<file path="src/rtl/qpwc_pkg.sv">
`default_nettype none

package qpwc_pkg;

    parameter int DEF_TABLE_DEPTH = 512;
    parameter int DEF_KEY_BYTES   = 8;

    parameter int KEY_IN_W = 64;
    parameter int LEN_W    = 4;
    parameter int CNT_W    = 16;
    parameter int COLL_W   = 10;

    // djb2 over at most eight bytes stays below 2**53, padded to whole digits
    parameter int HASH_W      = 56;
    parameter int DIGIT_W     = 8;
    parameter int HASH_DIGITS = HASH_W / DIGIT_W;
    parameter int HASH_SHIFT  = 5;

    parameter logic [HASH_W-1:0] HASH_SEED = HASH_W'(5381);
    parameter logic [CNT_W-1:0]  COUNT_MAX = '1;
    parameter logic [COLL_W-1:0] COLL_MAX  = '1;

    parameter logic KIND_INSERT = 1'b0;
    parameter logic KIND_LOOKUP = 1'b1;

    typedef struct packed {
        logic                kind;
        logic [KEY_IN_W-1:0] key;
        logic [LEN_W-1:0]    key_length;
    } req_t;

    typedef struct packed {
        logic              found;
        logic [CNT_W-1:0]  count;
        logic              new_entry;
        logic              table_full;
        logic [COLL_W-1:0] collision_count;
    } rsp_t;

    typedef enum logic [1:0] {
        H_IDLE,
        H_HASH,
        H_MOD,
        H_DONE
    } hash_state_t;

    typedef enum logic [2:0] {
        ST_CLEAR,
        ST_IDLE,
        ST_HASH,
        ST_READ,
        ST_CHECK,
        ST_DONE
    } ctrl_state_t;

endpackage

`default_nettype wire

</file>
<file path="src/rtl/qpwc_hash.sv">
`default_nettype none

module qpwc_hash #(
    parameter int TABLE_DEPTH = qpwc_pkg::DEF_TABLE_DEPTH,
    parameter int KEY_BYTES   = qpwc_pkg::DEF_KEY_BYTES
) (
    input  wire logic                             clk,
    input  wire logic                             rst_n,
    input  wire logic                             start,
    input  wire logic [8*KEY_BYTES-1:0]           key,
    input  wire logic [qpwc_pkg::LEN_W-1:0]       key_length,
    output logic                                  done,
    output logic      [$clog2(TABLE_DEPTH)-1:0]   home
);

    localparam int KEY_W  = 8 * KEY_BYTES;
    localparam int IDX_W  = $clog2(TABLE_DEPTH);
    localparam int REM_W  = IDX_W + 1;
    localparam int MCNT_W = $clog2(qpwc_pkg::HASH_DIGITS);
    localparam logic [REM_W-1:0]  DEPTH_R    = REM_W'(TABLE_DEPTH);
    localparam logic [MCNT_W-1:0] LAST_DIGIT = MCNT_W'(qpwc_pkg::HASH_DIGITS - 1);

    qpwc_pkg::hash_state_t state_reg, state_next;

    logic [qpwc_pkg::HASH_W-1:0] h_reg, h_next;
    logic [KEY_W-1:0]            key_sh_reg, key_sh_next;
    logic [qpwc_pkg::LEN_W-1:0]  len_reg, len_next;
    logic [qpwc_pkg::LEN_W-1:0]  bcnt_reg, bcnt_next;
    logic [MCNT_W-1:0]           mcnt_reg, mcnt_next;
    logic [REM_W-1:0]            r_reg, r_next;
    logic [REM_W-1:0]            rem;
    logic [qpwc_pkg::HASH_W-1:0] byte_ext;
    logic                        bytes_done;

    assign bytes_done = (bcnt_reg == len_reg);
    assign byte_ext   = {{(qpwc_pkg::HASH_W-8){1'b0}}, key_sh_reg[7:0]};

    // one radix-256 digit of remainder reduction per cycle
    always_comb
    begin
        rem = r_reg;
        for (int j = 0; j < qpwc_pkg::DIGIT_W; j++)
        begin
            rem = {rem[REM_W-2:0], h_reg[qpwc_pkg::HASH_W-1-j]};
            if (rem >= DEPTH_R)
            begin
                rem = rem - DEPTH_R;
            end
        end
    end

    always_comb
    begin
        state_next = state_reg;
        case (state_reg)
            qpwc_pkg::H_IDLE:
            begin
                if (start)
                begin
                    state_next = qpwc_pkg::H_HASH;
                end
            end
            qpwc_pkg::H_HASH:
            begin
                if (bytes_done)
                begin
                    state_next = qpwc_pkg::H_MOD;
                end
            end
            qpwc_pkg::H_MOD:
            begin
                if (mcnt_reg == LAST_DIGIT)
                begin
                    state_next = qpwc_pkg::H_DONE;
                end
            end
            qpwc_pkg::H_DONE:
            begin
                state_next = qpwc_pkg::H_IDLE;
            end
            default:
            begin
                state_next = qpwc_pkg::H_IDLE;
            end
        endcase
    end

    always_comb
    begin
        h_next      = h_reg;
        key_sh_next = key_sh_reg;
        len_next    = len_reg;
        bcnt_next   = bcnt_reg;
        mcnt_next   = mcnt_reg;
        r_next      = r_reg;
        case (state_reg)
            qpwc_pkg::H_IDLE:
            begin
                if (start)
                begin
                    h_next      = qpwc_pkg::HASH_SEED;
                    key_sh_next = key;
                    len_next    = key_length;
                    bcnt_next   = '0;
                    mcnt_next   = '0;
                    r_next      = '0;
                end
            end
            qpwc_pkg::H_HASH:
            begin
                if (!bytes_done)
                begin
                    h_next      = (h_reg << qpwc_pkg::HASH_SHIFT) + h_reg + byte_ext;
                    key_sh_next = key_sh_reg >> 8;
                    bcnt_next   = bcnt_reg + 1'b1;
                end
            end
            qpwc_pkg::H_MOD:
            begin
                r_next    = rem;
                h_next    = h_reg << qpwc_pkg::DIGIT_W;
                mcnt_next = mcnt_reg + 1'b1;
            end
            default:
            begin
            end
        endcase
    end

    always_comb
    begin
        done = (state_reg == qpwc_pkg::H_DONE);
        home = r_reg[IDX_W-1:0];
    end

    always_ff @(posedge clk or negedge rst_n)
    begin
        if (!rst_n)
        begin
            state_reg <= qpwc_pkg::H_IDLE;
        end
        else
        begin
            state_reg <= state_next;
        end
    end

    always_ff @(posedge clk)
    begin
        h_reg      <= h_next;
        key_sh_reg <= key_sh_next;
        len_reg    <= len_next;
        bcnt_reg   <= bcnt_next;
        mcnt_reg   <= mcnt_next;
        r_reg      <= r_next;
    end

endmodule

`default_nettype wire

</file>
<file path="config.mk">
export PLATFORM = sky130hd
export DESIGN_NAME = qpwc_hash
export DESIGN_NICKNAME = d
export VERILOG_FILES = /design/src/rtl/qpwc_pkg.sv /design/src/rtl/qpwc_hash.sv
export SDC_FILE = /design/constraint.sdc
export NUM_CORES = 1
export LEC_CHECK = 0
export BUFFER_PORTS_ARGS = -buffer_cell sky130_fd_sc_hd__clkbuf_2
export CORE_ASPECT_RATIO = 0.5
export CORE_MARGIN = 10
export CORE_UTILIZATION = 61
export CTS_CLUSTER_DIAMETER = 120
export DETAILED_ROUTE_END_ITERATION = 8
export PLACE_DENSITY = 0.91
export SLEW_MARGIN = 20
export SYNTH_ARGS = -nofsm -noshare
export SYNTH_HDL_FRONTEND = slang
export SYNTH_SLANG_ARGS = --single-unit
</file>
<file path="constraint.sdc">
create_clock -name clk -period 8.9 [get_ports clk]
set_input_delay 0.445 -clock clk [delete_from_list [all_inputs] [get_ports clk]]
set_output_delay 0.445 -clock clk [all_outputs]
set_load 0.01 [all_outputs]
</file>
==> results <==
- The endpoint arrival time on the critical path is 3.88 ns.
- CTS built an H-tree with a depth of 4.
- The wire length after detailed routing is 26700 um.
- The most used flip-flop cell after synthesis is edfxtp_1.
- The async set or reset register ratio after synthesis is 0.0141.
- For this block, the initial DRC count from the detailed router was just under 900.
- In this run, synthesis inferred 140 flip-flops with an integrated enable.
- The worst register-to-register path has a setup slack of 5.19 ns.
- The placed wire-length estimate after detailed placement is 18500 um.
- The slew at the pin with the worst max-slew slack is around 1.1 ns.
- The total track usage is 0.244.
- The initial antenna violation count is 0.
- The initial standard-cell utilization of the core is 0.632.
- The core region is 15700 um2.
- The latest clock arrival within the worst-skew pair is 0.44 ns.
- The count of final setup violators is 0.
- The die span in x is ~200 um.
- The routed length per placed instance is approximately 22 um.
- For this run, design rule violations remaining after detail routing come to 0.
- The clock passes through at most 2 buffers.
- Setup repair after global routing left no endpoint under its margin.
- The share of synthesized area in the top cell type comes to 0.425.
- The type of origin of the critical path is a flip-flop.
- Synthesis produced 911 cells.
- The synthesized design contains 142 register bits.
- The cell taking the most area after synthesis is edfxtp_1.
- The final global-route overflow total is 0.
- On the worst path, the slowest cell contributes a delay of between 0.4 and 0.5 ns.
- After detailed routing, the met2 layer carries 12600 um of wire.
- STA puts the critical path data required time at 9.07 ns.
- For this run, the detailed router's first-pass iteration total came to 6.
- After synthesis, the netlist uses 64 different library cells.
- The first global-routing pass estimated around 42000 um of wire.
- Of the available clock period, the critical path in the final layout requires 0.417.
- Using the TritonRoute via totals, the vias-per-cell ratio works out to 6.58.
- The net count after synthesis is 1100.
- Summing all multi-input logic gate instances after layout gives 5440 um2.
- The number of routed nets with antenna violations is 0.
- The layout-stage area growth over the synthesis result is 12.3%.
- The sequential element share of the synthesized area is 0.430.
- Routed signal wires occupy layers up through met4.
- The flow ran to the end, and the final reports show no timing, DRC or antenna violations.
- The tightest min-delay check is of the in -> reg type.
- In this run the tightest slew margin relative to its limit is 0.279.
- Routability-driven placement finished with a final weighted congestion of 0.979.
- The layout has around 1000 filler cells.
- The setup TNS after final layout is 0 ns.
- The worst clock skew is 0.0187 ns.
- Of the cells placed in the final design, the portion with a size suffix greater than 1 is 0.192.
- The top cell types in the final layout, fill and taps aside, are 140 x edfxtp_1, 113 x ha_1, 85 x nand2_1.
- The most frequent standard cell in the layout excluding fill and tap cells is edfxtp_1.
- The die covers around 22000 um2.
- After layout, the minimum clock period comes to 3.71 ns.
- For this run, the top clock speed supported by timing is roughly 270 MHz.
- The warning count from the yosys run is 0.
- The critical path goes through ha_1 -> ha_1 -> a211oi_1 -> o21ai_1 -> nand3_1 -> a311oi_2 -> o21ai_1 -> nand3_1 -> a311oi_1 -> xor2_1 -> o21ai_1.
- The cell type of the slowest stage on the worst timing path is edfxtp_1.
- TritonCTS created 17 clock buffers.
- Entering global routing, the biggest net connects 95 pins.
- By startpoint and endpoint, the worst setup path is classified as reg -> reg.
- The boundary pin count is between 80 and 90.
- The final route contains 7944 vias.
- The max-slew violation count is 0.
- Across the run, the number of max-cap violations was 0.
- The mean cell area of the mapped netlist is 10.9 um2.
- Together, buffers and inverters on the worst path number 0.
- Ranked by total cell area, the synthesized netlist is headed by edfxtp_1 43%, ha_1 14%, mux2_2 6.5%, nand2_1 3.2%, a21oi_1 3.0%.
- Input and output buffers added on the ports amount to 80.
- CTS placed an instance of clkbuf_16 at the clock tree root.
- After detailed routing, the met3 layer carries 2860 um of wire.
- In this design, the largest share of critical-path delay is due to compound AO/OA/AOI/OAI gates.
- The number of antenna diodes in the final layout is 0.
- TritonCTS built the clock tree.
- The most frequent cell on the critical path is o21ai_1.
- The register cell area after layout is 4250 um2.
- The die is between 100 and 150 um tall.
- The synthesized netlist occupies a cell area of 9890 um2.
- The via count of the first global-routing pass is 7842.
- The initialized floorplan defines 32 standard-cell rows.
- The routed metal-1 wirelength is 10400 um.
- Of all nets on the critical path, the largest fanout is 4.
- The count of final hold-check violations was 0.
- For this design, the sink count on the clock tree is 142.
- The net count of the finished layout is between 1000 and 1500.
- STA classifies the critical path endpoint as a flip-flop.
- The number of flip-flops under the largest register name is 64.
- The register clock-pin slew on the reported worst setup and hold paths is 0.07 ns.
==> stage by stage <==
stage               instances  setup WS [ns]  hold WS, ns   util  area (um2)
floorplan                 911           1.93        0.149      -        9890
global placement         1173           5.50        0.230  0.668       10500
detailed placement       1173           5.32        0.232  0.668       10500
CTS                      1206           5.30        0.180  0.708       11100
global route             1207           5.06        0.188  0.709       11100
finish                   1207           5.19        0.187  0.709       11100
==> cell type report <==
class / instances / share of cell area
sequential: 142 / 0.383
tap: 221 / 0.0249
clock buffer: 17 / 0.0383
timing repair buffer: 87 / 0.0421
inverter: 15 / 0.00507
clock inverter: 15 / 0.0166
multi-input combinational: 710 / 0.490
==> routing by layer <==
| layer | up-vias | GRT usage |
|---|---|---|
| met4 | 0 | 0.0972 |
| met1 | 3763 | 0.305 |
| met2 | 533 | 0.402 |
| met5 | - | 0 |
| met3 | 93 | 0.0614 |
| li1 | 3555 | - |
==> cells in the mapped netlist, types with 2 or more instances <==
| library cell | count |
|---|---|
| edfxtp_1 | 140 |
| ha_1 | 114 |
| nand2_1 | 85 |
| a21oi_1 | 60 |
| mux2_2 | 57 |
| o21ai_0 | 52 |
| clkbuf_1 | 37 |
| nor2_1 | 33 |
| nor2b_1 | 33 |
| xnor2_1 | 29 |
| xor2_1 | 27 |
| a21o_1 | 25 |
| and2_1 | 18 |
| nand4_1 | 18 |
| inv_1 | 15 |
| nand3_1 | 13 |
| a22oi_1 | 12 |
| a211oi_1 | 11 |
| o21ai_1 | 11 |
| o21bai_1 | 11 |
| and3_1 | 10 |
| o21a_1 | 9 |
| nor3_1 | 8 |
| buf_2 | 6 |
| nor4_1 | 6 |
| o211ai_1 | 5 |
| or3_1 | 5 |
| a31oi_1 | 4 |
| and3b_1 | 4 |
| fa_1 | 4 |
| a2111o_1 | 3 |
| nand2b_1 | 3 |
| nand3b_1 | 3 |
| o2111a_1 | 3 |
| a211o_1 | 2 |
| a21boi_0 | 2 |
| a221oi_1 | 2 |
| and4_1 | 2 |
| dfrtp_1 | 2 |
| o221a_2 | 2 |
| o221ai_1 | 2 |
==> what timing repair did <==
action,4_1_cts,5_1_grt
resized for setup,0,0
hold buffers,1,0
setup buffers,0,0
endpoints found under the hold margin,2,0
==> logic make-up (layout without fill, tap and decap cells) <==
family | after synthesis | after routing | share of synthesized area
multiplexers | 57 | 57 | 0.0649
flip-flops | 142 | 142 | 0.430
adder cells (fa/ha/maj) | 118 | 118 | 0.152
buffers and inverters | 59 | 134 | 0.0235
XOR/XNOR | 56 | 56 | 0.0496
AO/OA/AOI/OAI | 233 | 233 | 0.153
AND/OR/NAND/NOR | 246 | 246 | 0.126
==> final timing paths <==
kind	cells after the start	end	start
max in group asynchronous	2	state_reg[0]	rst_n
setup reg to reg	11	h_reg[54]	h_reg[2]
hold reg to reg	1	key_sh_reg[46]	key_sh_reg[54]
setup / recovery	11	h_reg[54]	h_reg[2]
hold / removal	1	len_reg[2]	key_length[2]
min in group asynchronous	2	state_reg[0]	rst_n
Power is left out: the tool's default activity adds up to more than one toggle a clock period on the data nets, which glitch-free logic cannot reach.
