===== src/rtl/qpwc_pkg.sv =====
`default_nettype none

package qpwc_pkg;

    parameter int DEF_TABLE_DEPTH = 512;
    parameter int DEF_KEY_BYTES   = 8;

    parameter int KEY_IN_W = 64;
    parameter int LEN_W    = 4;
    parameter int CNT_W    = 16;
    parameter int COLL_W   = 10;

    // djb2 over at most eight bytes stays below 2**53, padded to whole digits
    parameter int HASH_W      = 56;
    parameter int DIGIT_W     = 8;
    parameter int HASH_DIGITS = HASH_W / DIGIT_W;
    parameter int HASH_SHIFT  = 5;

    parameter logic [HASH_W-1:0] HASH_SEED = HASH_W'(5381);
    parameter logic [CNT_W-1:0]  COUNT_MAX = '1;
    parameter logic [COLL_W-1:0] COLL_MAX  = '1;

    parameter logic KIND_INSERT = 1'b0;
    parameter logic KIND_LOOKUP = 1'b1;

    typedef struct packed {
        logic                kind;
        logic [KEY_IN_W-1:0] key;
        logic [LEN_W-1:0]    key_length;
    } req_t;

    typedef struct packed {
        logic              found;
        logic [CNT_W-1:0]  count;
        logic              new_entry;
        logic              table_full;
        logic [COLL_W-1:0] collision_count;
    } rsp_t;

    typedef enum logic [1:0] {
        H_IDLE,
        H_HASH,
        H_MOD,
        H_DONE
    } hash_state_t;

    typedef enum logic [2:0] {
        ST_CLEAR,
        ST_IDLE,
        ST_HASH,
        ST_READ,
        ST_CHECK,
        ST_DONE
    } ctrl_state_t;

endpackage

`default_nettype wire


===== src/rtl/qpwc_ram.sv =====
`default_nettype none

module qpwc_ram #(
    parameter int DEPTH = qpwc_pkg::DEF_TABLE_DEPTH,
    parameter int WIDTH = 1
) (
    input  wire logic                     clk,
    input  wire logic                     we,
    input  wire logic [$clog2(DEPTH)-1:0] waddr,
    input  wire logic [WIDTH-1:0]         wdata,
    input  wire logic                     re,
    input  wire logic [$clog2(DEPTH)-1:0] raddr,
    output logic      [WIDTH-1:0]         rdata
);

    logic [WIDTH-1:0] store_reg [DEPTH];
    logic [WIDTH-1:0] rdata_reg;

    always_ff @(posedge clk)
    begin
        if (we)
        begin
            store_reg[waddr] <= wdata;
        end
        if (re)
        begin
            rdata_reg <= store_reg[raddr];
        end
    end

    assign rdata = rdata_reg;

endmodule

`default_nettype wire


===== config.mk =====
export PLATFORM = sky130hd
export DESIGN_NAME = qpwc_ram
export DESIGN_NICKNAME = d
export VERILOG_FILES = /design/src/rtl/qpwc_pkg.sv /design/src/rtl/qpwc_ram.sv
export SDC_FILE = /design/constraint.sdc
export NUM_CORES = 1
export LEC_CHECK = 0
export ABC_AREA = 1
export BUFFER_PORTS_ARGS = -buffer_cell sky130_fd_sc_hd__buf_2
export CAP_MARGIN = 20
export CORE_MARGIN = 2
export CORE_UTILIZATION = 54
export CTS_CLUSTER_SIZE = 25
export DETAILED_ROUTE_END_ITERATION = 10
export PLACE_DENSITY = 0.68
export SYNTH_ARGS = -nofsm -noshare
export SYNTH_HDL_FRONTEND = slang
export SYNTH_SLANG_ARGS = --single-unit

===== constraint.sdc =====
create_clock -name clk -period 2.35 [get_ports clk]
set_clock_uncertainty 0.15 [all_clocks]
set_input_delay 0.3525 -clock clk [delete_from_list [all_inputs] [get_ports clk]]
set_output_delay 0.3525 -clock clk [all_outputs]
set_load 0.02 [all_outputs]

==> impl_results.md, run 1 <==
* Status: completed
* RSZ-0062 raised after global routing: no
* Synth area leader: edfxtp_1
* Kind of critical path: in2reg
* Die Wd at 211.6 um
* Nets at 2398
* XOR/XNOR Fraction of Synth Area at 0
* TritonCTS buffer count at 52
* Yosys top cell area share at 0.6622
* Worst-path clk slew at 0.06 ns
* Final GP Congestion at 0.8508
* Postcts setup bufs at 0
* Worst VDD drop at 0.4656 mV
* Max reg flops at 512
* Total Routing Usage GR at 0.2853
* Detail Placement HPWL at 35250 um
* Hold WC Path Type: in2reg
* Clock latency on the worst-skew pair at 0.60 ns
* Most frequent cells in the layout: nand2_1, nor2_1, edfxtp_1
* Drt first pass iters at 6
* Max Cap Viol at 0
* # IOs at 23
* CP Cell Sequence: clkbuf_8 -> buf_12 -> buf_4 -> nand2_1 -> nand3_1 -> nand3_1 -> nand3_1 -> nand3_1 -> nand3_1 -> nand2_1 -> nand2_1 -> nand3_1 -> nand2_1 -> nand2_1 -> nand2_1
* Largest net degree at the start of global routing at 153
* WL final at 63110 um
* Die area at 44760 sq um
* DRC viols at 0
* Crit. path cell count at 15
* First-pass GRT wire length at 95600 um
* Routed wire per std cell at 21.31 um
* GR Overflow Total at 0
* Adder-cell area share of the yosys netlist at 0
* Pins over their slew limit at 0
* Cells on worst reg2reg path at 12
* Die Ht at 211.6 um
* Synth Area in Compound Gates at 0
* Relative slew slack at 0.3742
* Post-place instance area at 24490 sq um
* CTS Buffer Depth at 3
* Critical Path Sink Type: flop
* Multi-input logic area at 6735 sq um
* Avg Inst Size Synth at 9.882 sq um
* CTS H-tree lvls at 2
* Largest family of logic cells by synthesized area: simple AND/OR/NAND/NOR gates
* Flops & latches, synth at 513
* Initial antenna violation count at 1
* # hold bufs at CTS at 3
* Worst slew pin tran at 0.9373 ns
* Ant diodes at 0
* Cts repair resizes at 0
* Synth cell types at 14
* Starting density of the core at 0.5436
* WHS at 0.1169 ns
* Via count at 17430
* Reg area at 15400 sq um
* FILL cells at 3582
* Synthesized Nets at 2376
* Crit path max-delay family: simple AND/OR/NAND/NOR gates
* Setup TNS at 0 ns
* Max incr delay on CP at 0.31 ns
* Share of layout cells above drive strength 1 at 0.09772
* Core area at 42790 sq um
* Setup Viol. Count Final at 0
* Mux contribution to synthesized area at 0
* Final min period at 1.898 ns
* Sequential area share after synthesis at 0.6622
* Remaining antenna violation count after routing at 0
* Worst Path Buf+Inv at 3
* Vias in the first global route at 16710
* Final Core Density at 0.6099
* Finished Cell Area at 26100 sq um
* Slowest CP cell: buf_4
* Commonest non-fill, non-tap cell in the layout: nand2_1
* Pleak at 9.004 nW
* Cells after synthesis at 2354
* Final Cycle Share at 0.8077
* CTS Root Cell: clkbuf_16
* Synthesized cell area at 23260 sq um
* Post-synthesis simple-gate area fraction at 0.2879
* Arrival @ worst endpoint at 2.21 ns
* DRT iter0 DRCs at 2217
* Maximum clock rate at 526.8 MHz
* Row Count at 76
* Crit-path max FO at 26
* Port buffer count at 22
* Area grow syn2layout at 12.19%
* Hold Path Stages at 5
* # clock sinks at 513
* Synth area leaders: edfxtp_1, nand3_1, nand2_1
* Routed vias/inst at 5.886
* CTS tree: built
* Power density over the cells at 739.1 nW/um^2
* Critical Path Source Type: input pin
* Yosys warnings at 0
* Hold Vio Cnt, Final at 0
* Worst Path Required at 2.67 ns
==> synthesized netlist by cell type <==
master,number
inv_1,36
nor3_1,11
nor2_1,514
edfxtp_1,513
nand2_1,589
clkbuf_1,70
inv_4,1
inv_2,2
buf_6,26
buf_1,26
buf_2,61
nand3_1,500
buf_4,3
buf_8,2
==> per-stage QoR <==
stage | setup WS [ns] | instances | power, W
final | 0.4518 | 2961 | 0.01929
after global routing | 0.3509 | 2961 | 0.01980
after CTS | 0.4934 | 2961 | 0.01936
after detailed placement | -0.08051 | 2865 | 0.01161
after global placement | -0.07999 | 2865 | 0.01160
after floorplan | 0.4941 | 2354 | 0.01101
==> layout make-up <==
type,count,share of cell area
inverter,39,0.005897
multi-input combinational,1614,0.2581
sequential,513,0.5902
clock inverter,24,0.007287
timing repair buffer,156,0.05921
clock buffer,69,0.05312
tap,546,0.02618
==> final timing paths <==
path,startpoint,to,slack (ns)
setup / recovery,raddr[0],rdata$_DFFE_PP_,0.45
hold / removal,raddr[7],rdata$_DFFE_PP_,0.12
setup reg to reg,store_reg[510]$_DFFE_PP_,rdata$_DFFE_PP_,0.47
hold reg to reg,store_reg[100]$_DFFE_PP_,rdata$_DFFE_PP_,1.00
==> routing by layer <==
layer | vias up | track usage | wire, um | part of all wire
li1 | 7982 | - | - | -
met1 | 8380 | 0.3879 | 25040 | 0.40
met2 | 923 | 0.4640 | 29790 | 0.47
met3 | 142 | 0.05118 | 6187 | 0.098
met4 | 0 | 0.1020 | 2093 | 0.033
met5 | - | 0 | 0 | 0
==> power breakdown <==
group          switching, W  total [W]  internal, W  leakage, nW
sequential       0.00000386     0.0101       0.0101         4.61
combinational      0.000947    0.00136     0.000416         3.63
clock               0.00339    0.00785      0.00445        0.768
total               0.00435     0.0193       0.0149         9.00
==> worst register-to-register path, delay by kind of cell, from the launching register on <==
| family | cells | cell delay (ns) |
|---|---|---|
| AND/OR/NAND/NOR | 12 | 1.12 |
| flip-flops | 1 | 0.38 |
==> kinds of logic after synthesis <==
kind of cell           count (synthesis)
AND/OR/NAND/NOR                     1614
flip-flops                           513
buffers and inverters                227
(Power assumes the default switching activity.)
==> run 2: changes to the inputs <==
ABC_AREA = 0   (was 1)
clock period = 1.88 ns   (was 2.35 ns; I/O delays follow)
==> impl_results.md, run 2 <==
* Initial antenna violation count at 1
* Reg2Reg Launch Point: store_reg[212]$_DFFE_PP_
* Power density over the cells at 906.0 nW/um^2
* Final cell count without fillers at 2282
* Final GP Congestion at 0.7969
* Die Wd at 208.7 um
* WHS at 0.2426 ns
* Synth area leaders: edfxtp_1, nor2_1, mux2i_1
* Ant diodes at 0
* CTS Root Cell: clkbuf_16
* Commonest non-fill, non-tap cell in the layout: nor2_1
* Clock latency on the worst-skew pair at 0.59 ns
* Vias in the first global route at 14110
* DRT iter0 DRCs at 1447
* CTS H-tree lvls at 2
* Max Cap Viol at 0
* Max reg flops at 512
* Worst Path Buf+Inv at 0
* Max incr delay on CP at 0.50 ns
* Kind of critical path: reg2reg
* Pins over their slew limit at 0
* Arrival @ worst endpoint at 2.48 ns
* WL final at 55990 um
* # IOs at 23
* Die Ht at 208.7 um
* Relative slew slack at 0.6317
* CP Cell Sequence: mux4_2 -> mux4_2 -> nand2_2 -> o311ai_4 -> o211ai_1 -> a221o_1 -> nand4_1
* Remaining antenna violation count after routing at 0
* Most frequent cells after synthesis: nor2_1, edfxtp_1, mux2i_1
* Worst slew pin tran at 0.5512 ns
* Area grow syn2layout at 14.00%
* Nets at 1734
* Top_reg_cell synth: edfxtp_1
* GR Overflow Total at 0
* Routed vias/inst at 6.214
* Slowest CP cell: mux4_2
* Port buffer count at 22
* Crit-path max FO at 1
* Total Routing Usage GR at 0.2601
* Die area at 43540 sq um
* CTS Buffer Depth at 3
* Synth cell types at 42
* Detail Placement HPWL at 31890 um
* HP Start: raddr[8]
* Final min period at 2.294 ns
* Status: finished, violations left
* Via count at 14180
* Sequential area share after synthesis at 0.6810
* # clock sinks at 513
* Setup TNS at -0.4139 ns
* Synthesized cell area at 22620 sq um
* Most frequent CP cell: mux4_2
* Synthesized Nets at 1637
* CTS tree: built
* RSZ-0062 raised after global routing: yes
* Reg area at 15400 sq um
* Yosys top cell area share at 0.6810
* Worst-path clk slew at 0.06 ns
* Share of layout cells above drive strength 1 at 0.1794
* FILL cells at 3157
* Total power at 0.02336 W
* Routed wire per std cell at 24.53 um
* CP Launch Point: store_reg[212]$_DFFE_PP_
* Setup Viol. Count Final at 1
* Most frequent cells in the layout: nor2_1, edfxtp_1, buf_4
* Cells after synthesis at 1615
* EDFF count, synth at 513
* Largest net degree at the start of global routing at 106
* Avg Inst Size Synth at 14.01 sq um
* Async SR Flop Fraction at 0
* Starting density of the core at 0.5502
* Yosys warnings at 0
* DRC viols at 0
* Crit path max-delay family: multiplexers
* Synth area leader: edfxtp_1
* TritonCTS buffer count at 51
* Worst Path Required at 2.06 ns
* Failing checks: negative setup slack
* First-pass GRT wire length at 84500 um
* Cell count after placement at 2190
* Row Count at 74
* Critical Path Source Type: flop
* Worst VDD drop at 0.8605 mV
* Critical Path Sink Type: flop
* Final worst slack at -0.4139 ns
* Most common cell in the netlist: nor2_1
* Pleak at 8.235 nW
* Multi-input logic area at 6402 sq um
* Core area at 41110 sq um
* Maximum clock rate at 435.9 MHz
* Final Cycle Share at 1.220
* Hold Vio Cnt, Final at 0
* Drt first pass iters at 5
* Hold WC Path Type: in2reg
* Flops & latches, synth at 513
-- run 2: cell types whose count changed in the layout (fill, tap and decap cells not counted), sizes merged, moves of 12 or more --
| cell | delta |
|---|---|
| mux2i | +116 |
| buf | +27 |
| inv | -37 |
| mux4 | +72 |
| clkinv | +12 |
| nand3 | -493 |
| nor2 | +18 |
| a21oi | +35 |
| nand2 | -531 |
| o221ai | +58 |
| o22ai | +26 |
-- run 2: power by group --
group	internal (W)	total (W)	switching (W)
logic	0.000608	0.00155	0.000942
clock network	0.00508	0.00921	0.00413
registers	0.0126	0.0126	0.00000589
-- run 2: worst reg2reg max path, delay by kind of cell, from the launching register on --
family / cells / cell delay (ns)
AOI/OAI and AO/OA: 3 / 0.37
DFF: 1 / 0.37
muxes: 2 / 0.97
and+or+nand+nor: 2 / 0.18
-- run 2: logic make-up (layout without fill, tap and decap cells) --
family,count (synthesis),count (layout),synth area share
mux,188,188,0.1265
buf+inv,142,277,0.03673
flops,513,513,0.6810
compound gates,145,145,0.04735
simple gates,627,627,0.1084
-- run 2: final cells by class --
type / instances / share of cell area
Inverter: 5 / 0.0007278
Multi-Input combinational cell: 960 / 0.2483
Clock inverter: 31 / 0.006405
Clock buffer: 60 / 0.05080
Tap cell: 532 / 0.02581
Timing Repair Buffer: 181 / 0.07055
Sequential cell: 513 / 0.5974
-- run 2: routing by layer --
layer	vias up	track usage	part of all wire
met5	-	0	0.00023
met4	2	0.1007	0.037
met3	152	0.05846	0.082
met2	608	0.4245	0.49
met1	7221	0.3438	0.39
li1	6198	-	-
-- run 2: worst paths after layout --
| kind | end | slack (ns) | depth (start not counted) |
|---|---|---|---|
| max | rdata$_DFFE_PP_ | -0.41 | 7 |
| min | rdata$_DFFE_PP_ | 0.24 | 4 |
| max reg2reg | rdata$_DFFE_PP_ | -0.41 | 7 |
| min reg2reg | rdata$_DFFE_PP_ | 1.18 | 6 |
-- run 2: metrics by stage --
| step | instance area (sq um) | util | worst slack (ns) |
|---|---|---|---|
| after global routing | 25790 | 0.6273 | -0.4935 |
| final | 25790 | 0.6273 | -0.4139 |
| after CTS | 25790 | 0.6273 | -0.4153 |
| after global placement | 24290 | 0.5909 | -0.7782 |
| after detailed placement | 24290 | 0.5909 | -0.7930 |
| after floorplan | 22620 | - | -0.3819 |
-- run 2: repair_timing --
item / in CTS / in global routing
gates resized for setup: 6 / 1
setup endpoints to repair: 1 / 1
hold buffers: 2 / 0
pin swaps: 5 / 2
hold endpoints to repair: 36 / 0
setup buffers: 0 / 0
